File: src/sv/sha_pkg.sv
// SHA-256 package: round constants, initial hash values, mixing functions, job types.
// No dependencies; imported by every module of the hasher.
package sha_pkg;

  localparam int QueueDepth = 4;

  // Item kinds handed from the front to the back.
  typedef enum logic [0:0] {
    JOB_BLOCK  = 1'b0,
    JOB_FINISH = 1'b1
  } job_kind_t;

  typedef struct packed {
    job_kind_t   kind;
    logic [511:0] block;
    logic [511:0] pad_block;
    logic        two_blocks;
  } job_t;

  localparam logic [31:0] InitHash [8] = '{
    32'h6a09e667, 32'hbb67ae85, 32'h3c6ef372, 32'ha54ff53a,
    32'h510e527f, 32'h9b05688c, 32'h1f83d9ab, 32'h5be0cd19
  };

  localparam logic [31:0] RoundK [64] = '{
    32'h428a2f98,32'h71374491,32'hb5c0fbcf,32'he9b5dba5,32'h3956c25b,32'h59f111f1,
    32'h923f82a4,32'hab1c5ed5,32'hd807aa98,32'h12835b01,32'h243185be,32'h550c7dc3,
    32'h72be5d74,32'h80deb1fe,32'h9bdc06a7,32'hc19bf174,32'he49b69c1,32'hefbe4786,
    32'h0fc19dc6,32'h240ca1cc,32'h2de92c6f,32'h4a7484aa,32'h5cb0a9dc,32'h76f988da,
    32'h983e5152,32'ha831c66d,32'hb00327c8,32'hbf597fc7,32'hc6e00bf3,32'hd5a79147,
    32'h06ca6351,32'h14292967,32'h27b70a85,32'h2e1b2138,32'h4d2c6dfc,32'h53380d13,
    32'h650a7354,32'h766a0abb,32'h81c2c92e,32'h92722c85,32'ha2bfe8a1,32'ha81a664b,
    32'hc24b8b70,32'hc76c51a3,32'hd192e819,32'hd6990624,32'hf40e3585,32'h106aa070,
    32'h19a4c116,32'h1e376c08,32'h2748774c,32'h34b0bcb5,32'h391c0cb3,32'h4ed8aa4a,
    32'h5b9cca4f,32'h682e6ff3,32'h748f82ee,32'h78a5636f,32'h84c87814,32'h8cc70208,
    32'h90befffa,32'ha4506ceb,32'hbef9a3f7,32'hc67178f2
  };

  function automatic logic [31:0] rotr(input logic [31:0] x, input int n);
    rotr = (x >> n) | (x << (32 - n));
  endfunction

  function automatic logic [31:0] ssig0(input logic [31:0] x);
    ssig0 = rotr(x, 7) ^ rotr(x, 18) ^ (x >> 3);
  endfunction

  function automatic logic [31:0] ssig1(input logic [31:0] x);
    ssig1 = rotr(x, 17) ^ rotr(x, 19) ^ (x >> 10);
  endfunction

  function automatic logic [31:0] bsig0(input logic [31:0] x);
    bsig0 = rotr(x, 2) ^ rotr(x, 13) ^ rotr(x, 22);
  endfunction

  function automatic logic [31:0] bsig1(input logic [31:0] x);
    bsig1 = rotr(x, 6) ^ rotr(x, 11) ^ rotr(x, 25);
  endfunction

endpackage

File: src/sv/sha_front.sv
// Front end: collects message bytes into blocks and builds padded blocks.
// Depends on sha_pkg; feeds jobs to sha_queue.
module sha_front import sha_pkg::*; (
  input  logic        clk,
  input  logic        rst,
  input  logic        in_valid,
  output logic        in_stall,
  input  logic        mode,
  input  logic [7:0]  data_byte,
  output logic        job_valid,
  input  logic        job_stall,
  output job_t        job
);

  // Block register, byte 0 in bits 511..504.
  logic [511:0] buffer;
  logic [5:0]  byte_count;
  logic [63:0] bit_length;
  logic        accept;
  logic [63:0] total;
  logic [511:0] cur;

  assign in_stall = job_stall;
  assign accept   = in_valid && !job_stall;
  assign total    = bit_length + {55'd0, byte_count, 3'd0};

  // Current buffer with the incoming byte placed at byte_count.
  always_comb begin
    for (int i = 0; i < 64; i++) begin
      cur[511 - 8*i -: 8] = (6'(i) == byte_count) ? data_byte : buffer[511 - 8*i -: 8];
    end
  end

  // Job assembly: full block on the 64th byte, padded block(s) on finish.
  always_comb begin
    job = '0;
    job_valid = 1'b0;
    job.two_blocks = byte_count > 6'd55;
    if (mode == 1'b0) begin
      job.kind = JOB_BLOCK;
      job.block = cur;
      job_valid = in_valid && (byte_count == 6'd63);
    end else begin
      job.kind = JOB_FINISH;
      job_valid = in_valid;
      for (int i = 0; i < 64; i++) begin
        if (6'(i) < byte_count) job.block[511 - 8*i -: 8] = buffer[511 - 8*i -: 8];
        else if (6'(i) == byte_count) job.block[511 - 8*i -: 8] = 8'h80;
        else job.block[511 - 8*i -: 8] = 8'h00;
      end
      if (byte_count <= 6'd55) job.block[63:0] = total;
      job.pad_block = {448'd0, total};
    end
  end

  always_ff @(posedge clk) begin
    if (accept && mode == 1'b0) begin
      buffer[511 - 8*byte_count -: 8] <= data_byte;
    end
  end

  always_ff @(posedge clk) begin
    if (rst) begin
      byte_count <= '0;
      bit_length <= '0;
    end else if (accept) begin
      if (mode == 1'b1) begin
        byte_count <= '0;
        bit_length <= '0;
      end else begin
        byte_count <= byte_count + 6'd1;
        if (byte_count == 6'd63) bit_length <= bit_length + 64'd512;
      end
    end
  end

endmodule

File: config.mk
export PLATFORM = sky130hd
export DESIGN_NAME = sha_front
export DESIGN_NICKNAME = d
export VERILOG_FILES = /design/src/sv/sha_pkg.sv /design/src/sv/sha_front.sv
export SDC_FILE = /design/constraint.sdc
export NUM_CORES = 2
export LEC_CHECK = 0
export ABC_AREA = 0
export BUFFER_PORTS_ARGS = -buffer_cell sky130_fd_sc_hd__buf_2
export CAP_MARGIN = 25
export CORE_AREA = 5 5 399 401
export CTS_BUF_LIST = sky130_fd_sc_hd__clkbuf_4 sky130_fd_sc_hd__clkbuf_8
export CTS_CLUSTER_DIAMETER = 150
export DETAILED_ROUTE_END_ITERATION = 10
export DIE_AREA = 0 0 404 406
export GPL_TIMING_DRIVEN = 0
export HOLD_SLACK_MARGIN = 0.05
export SETUP_SLACK_MARGIN = 0.5
export SYNTH_ARGS = -nofsm -noshare
export SYNTH_HDL_FRONTEND = slang
export SYNTH_SLANG_ARGS = --single-unit
File: constraint.sdc
create_clock -name clk -period 2.9 [get_ports clk]
set_input_delay 0.58 -clock clk [delete_from_list [all_inputs] [get_ports clk]]
set_output_delay 0.58 -clock clk [all_outputs]
set_load 0.01 [all_outputs]
Word level (Yosys, flattened, before mapping)
Cells that the tools add are included.

Reductions and logical operators: 7. $lt $le $gt $ge: 66. Shift operators: 2. Bitwise gates (word level): 1. $add $sub $neg: 5. Mux-type cells: 200. Equal/unequal tests: 64.

Operators by type and width (count): $mux 8 (192); $shift 8x34->519 const A (1); $shiftx 8x34->519 (1); $mux 513 (1); $bwmux 512 (1); $mux 64 (4); $eq 6x6->1 const A (32); $lt 6x6->1 const A (32); $eq 5x6->1 const A (16); $lt 5x6->1 const A (16); $add 64x10->64 const B (1); $add 64x9->64 (1); $eq 4x6->1 const A (8); $lt 4x6->1 const A (8); $neg 32->34 (1); $eq 3x6->1 const A (4); $lt 3x6->1 const A (4); $eq 2x6->1 const A (2); $lt 1x6->1 const A (2); $lt 2x6->1 const A (2); $sub 9x9->10 const A (1); $add 6x1->6 const B (1); $eq 1x6->1 const A (1); $eq 6x6->1 const B (1); 10 further kinds (12).

Input bits: 13. Bits in registers: 582. Word-level logic and storage cells: 348.

Longest topological paths before layout
Depth in word-level cells: 5. Mapped depth: 12.

Worst setup path before layout
No wires, ideal clock.

Path kind: register to output. Start point: reg byte_count[0]. End point: out job[672] in the netlist's numbering. Setup slack: -307 ps. Arrival time: 2627 ps. Path buffers: 6. Cell stages (with the launch flop): 12. Required time: 2320 ps. Path through: dfxtp_1 clkbuf_1 inv_1 clkbuf_1 clkbuf_1 ha_1 clkbuf_1 inv_1 clkbuf_1 or3_1 clkbuf_1 o21ai_0.

RTL lines: from (decl) (RTL line sha_front.sv:17) `logic [5:0] byte_count;`; from (signal assigned) (RTL line sha_front.sv:71) `byte_count <= byte_count + 6'd1;`; to (decl) (RTL line sha_front.sv:12) `output job_t job`.

==> flow_summary.json <==
{
  "synth_area_leader_cell": "edfxtp_1",
  "grt_max_degree": 16,
  "worstPathArrival_ns": 3.19,
  "violations": "negative setup slack",
  "slew_headroom_pct": 13.8,
  "synth-edff-count": 512,
  "cts_root_buf": "clkbuf_8",
  "startpoint": "byte_count[0]$_SDFFE_PP0P_",
  "crit_fanout": 10,
  "tns_ns": -492.96,
  "num_io_pins": 1041,
  "cp_slowest_cell": "a221oi_2",
  "netlist_area_um2": 34100,
  "peakVddDrop_uv": 337,
  "place_congestion": 1.04,
  "initial_core_util_pct": 22.0,
  "ys_ff_latch": 573,
  "hold_slack_ns": 0.243,
  "ys_top_cells_by_count": "nor2_1 (713), edfxtp_1 (512), buf_4 (453), nand2_1 (445), clkbuf_1 (279)",
  "yosysMostFrequentCell": "nor2_1",
  "remaining_drc_errors": 0,
  "max_freq_mhz": 266,
  "cts_buffers": 105,
  "synth_ff_type": "edfxtp_1",
  "worst_slew_pin_slew_ns": 1.29,
  "worstSetupPathType": "reg2out",
  "core_um2": 155000,
  "ff2ff_setup_slack_ns": -0.54,
  "cp_cell_sequence": "clkbuf_16 > clkinv_8 > clkbuf_16 > clkbuf_16 > ha_4 > inv_8 > buf_4 > clkbuf_16 > nor2_4 > clkbuf_8 > mux2i_1 > a221oi_2 > buf_2",
  "die_area_um2": 164000,
  "r2r-start": "byte_count[4]$_SDFFE_PP0P_",
  "cts_buffer_depth": 3,
  "grt_pass1_wl_mm": 303,
  "fin_nets": 5358,
  "syn_avg_cell_area_um2": 8.91,
  "min_period_ns": 3.77,
  "crit_top_cell": "clkbuf_16",
  "endpoint": "job[944]",
  "ant_nets": 0,
  "cp.required_ns": 2.32,
  "synth_warnings": 0,
  "clk_pin_slew_ns": 0.07,
  "status": "finished with violations",
  "chipWidth_um": 404,
  "grt_util_all_layers_pct": 27.1,
  "hp-start": "rst",
  "p_per_area_nw_per_um2": 368,
  "wl_per_cell_um": 31.7,
  "numPortBuffers": 585,
  "synthDistinctLibCells": 65,
  "worst_r2r_endpoint": "buffer[83]$_DFFE_PP_",
  "hp-class": "in2reg",
  "antenna_found_initial": 24,
  "r2r_cells": 10,
  "crit_path_start_kind": "register",
  "vias": 38000,
  "power_w": 0.0200,
  "htreeDepth": 3,
  "ys_seq_area_share_pct": 48.6,
  "dpl.hpwl_mm": 185,
  "synth_top_area_share_pct": 45.0,
  "post-route-util_pct": 35.0,
  "cts_tree": "yes",
  "rsz0062_at_grt": "yes",
  "clock_latency_ns": 0.83,
  "syn_to_final_growth_pct": 59.2,
  "slowest_delay_ns": 0.41,
  "gr-total-overflow": 0,
  "end_kind": "primary output",
  "ys_top_cells_by_area": "edfxtp_1 (45%), buf_4 (10%), nor2_1 (7.8%)",
  "fin_crit_sh_pct": 130,
  "worst_slack_ns": -0.866,
  "grt_pass1_vias": 34200,
  "drive_gt1_share_pct": 44.7,
  "skew_ns": 0.0719,
  "cellLeakagePower_nw": 22.7,
  "cts.sinks": 573,
  "synthCells": 3834,
  "finalWirelength_mm": 238,
  "dr.first_iter.drc_count": 4966,
  "cts_hold_buf": 0,
  "maxCapViolCount": 0,
  "setup_viol": 1087,
  "dr.pass1.iters": 6,
  "fp.dieH_um": 406,
  "rows": 145,
  "drv_slew": 0,
  "dp_slack_ns": -1.79,
  "finalHoldViolations": 0,
  "synthArstFlopShare_pct": 0,
  "avgViaCountPerCell": 5.07
}
-- sequential cells by signal, indices dropped and copies added, names as in the netlist --
name	cells
byte_count	6
buffer	512
bit_length	55
-- cell type report --
class	instances	area (µm²)
Clock inverter	48	317
Fill cell	15700	101000
Clock buffer	141	1730
Timing Repair Buffer	944	7400
Sequential cell	573	16600
Buffer	751	6230
Antenna cell	21	52.6
Inverter	20	124
Multi-Input combinational cell	2943	19300
Tap cell	2058	2570
-- critical path: cells and delay by family (launching register included) --
kind / cells / cell delay (ns)
compound gates: 1 / 0.41
fa+ha+maj: 1 / 0.21
buf+inv: 9 / 1.22
flops: 1 / 0.36
mux: 1 / 0.10
simple gates: 1 / 0.10
-- power breakdown --
part | leakage, nW | internal, W | total [W] | switching, W
Sequential | 5.23 | 0.00886 | 0.00887 | 0.00000360
Combinational | 16.4 | 0.00108 | 0.00314 | 0.00207
Clock | 1.09 | 0.00414 | 0.00802 | 0.00388
Total | 22.7 | 0.0141 | 0.0200 | 0.00595
-- layout by cell type (no fill, tap or decap), types with 25 or more instances in the layout --
cell | synthesis | final
mux2i_1 | 135 | 112
nand2_1 | 445 | 307
a22oi_1 | 35 | 25
clkbuf_1 | 279 | 103
a21oi_1 | 259 | 115
clkinv_1 | 1 | 27
buf_6 | 0 | 194
o21ai_0 | 208 | 76
o21ai_4 | 0 | 51
buf_4 | 453 | 666
buf_8 | 0 | 51
a21oi_4 | 0 | 84
o21ai_2 | 0 | 44
nor2_4 | 0 | 62
nand3_2 | 2 | 25
clkbuf_8 | 0 | 142
dfxtp_1 | 61 | 55
buf_12 | 0 | 33
and3_1 | 64 | 59
nor2_1 | 713 | 620
nand3_1 | 147 | 103
nand2_4 | 0 | 44
nor2_2 | 0 | 32
edfxtp_1 | 512 | 512
and2_1 | 72 | 66
o21ai_1 | 5 | 42
a21oi_2 | 0 | 60
a22o_1 | 78 | 71
nand2_2 | 0 | 72
clkbuf_16 | 0 | 48
clkbuf_4 | 0 | 65
conb_1 | 1 | 451
nor3_1 | 44 | 36
buf_2 | 2 | 479
clkbuf_2 | 0 | 45
-- cells by family (layout without fill, tap and decap cells) --
kind of cell	count (synthesis)	count (layout)	share of synthesized area (%)
mux	135	135	3.96
flops	573	573	48.6
buf+inv	771	1904	13.5
xor+xnor	21	21	0.539
compound gates	698	698	12.2
other cells	1	472	0.0110
fa+ha+maj	7	7	0.256
simple gates	1628	1631	21.0
-- repair_timing --
action / CTS / global route
buffers inserted: 181 / 108
cloned: 13 / 9
setup endpoints to repair: 1593 / 1402
resized for setup: 1175 / 524
pin swaps: 138 / 158
-- worst min-delay path by stage --
stage | to | slack [ns] | cells past startpoint
floorplan | bit_length[35]$_SDFFE_PP0P_ | 0.47 | 2
global placement | bit_length[35]$_SDFFE_PP0P_ | 0.48 | 2
detailed placement | bit_length[35]$_SDFFE_PP0P_ | 0.50 | 2
CTS | bit_length[9]$_SDFFE_PP0P_ | 0.17 | 2
global route | bit_length[9]$_SDFFE_PP0P_ | 0.24 | 2
finish | bit_length[9]$_SDFFE_PP0P_ | 0.24 | 2
-- layer usage --
metal / vias up / GRT usage [%] / share of wire (%)
li1: 15500 / - / -
met1: 18400 / 29.7 / 33
met2: 3281 / 44.5 / 45
met3: 830 / 8.68 / 12
met4: 6 / 19.4 / 9.5
met5: - / 0 / 0.017
-- stage by stage --
stage               cells  instance area (µm²)
finish               7499                54400
global route         7481                54300
CTS                  7356                51100
detailed placement   6973                42700
global placement     6927                42100
floorplan            4284                36600
Power figures use the tool's default switching activity.
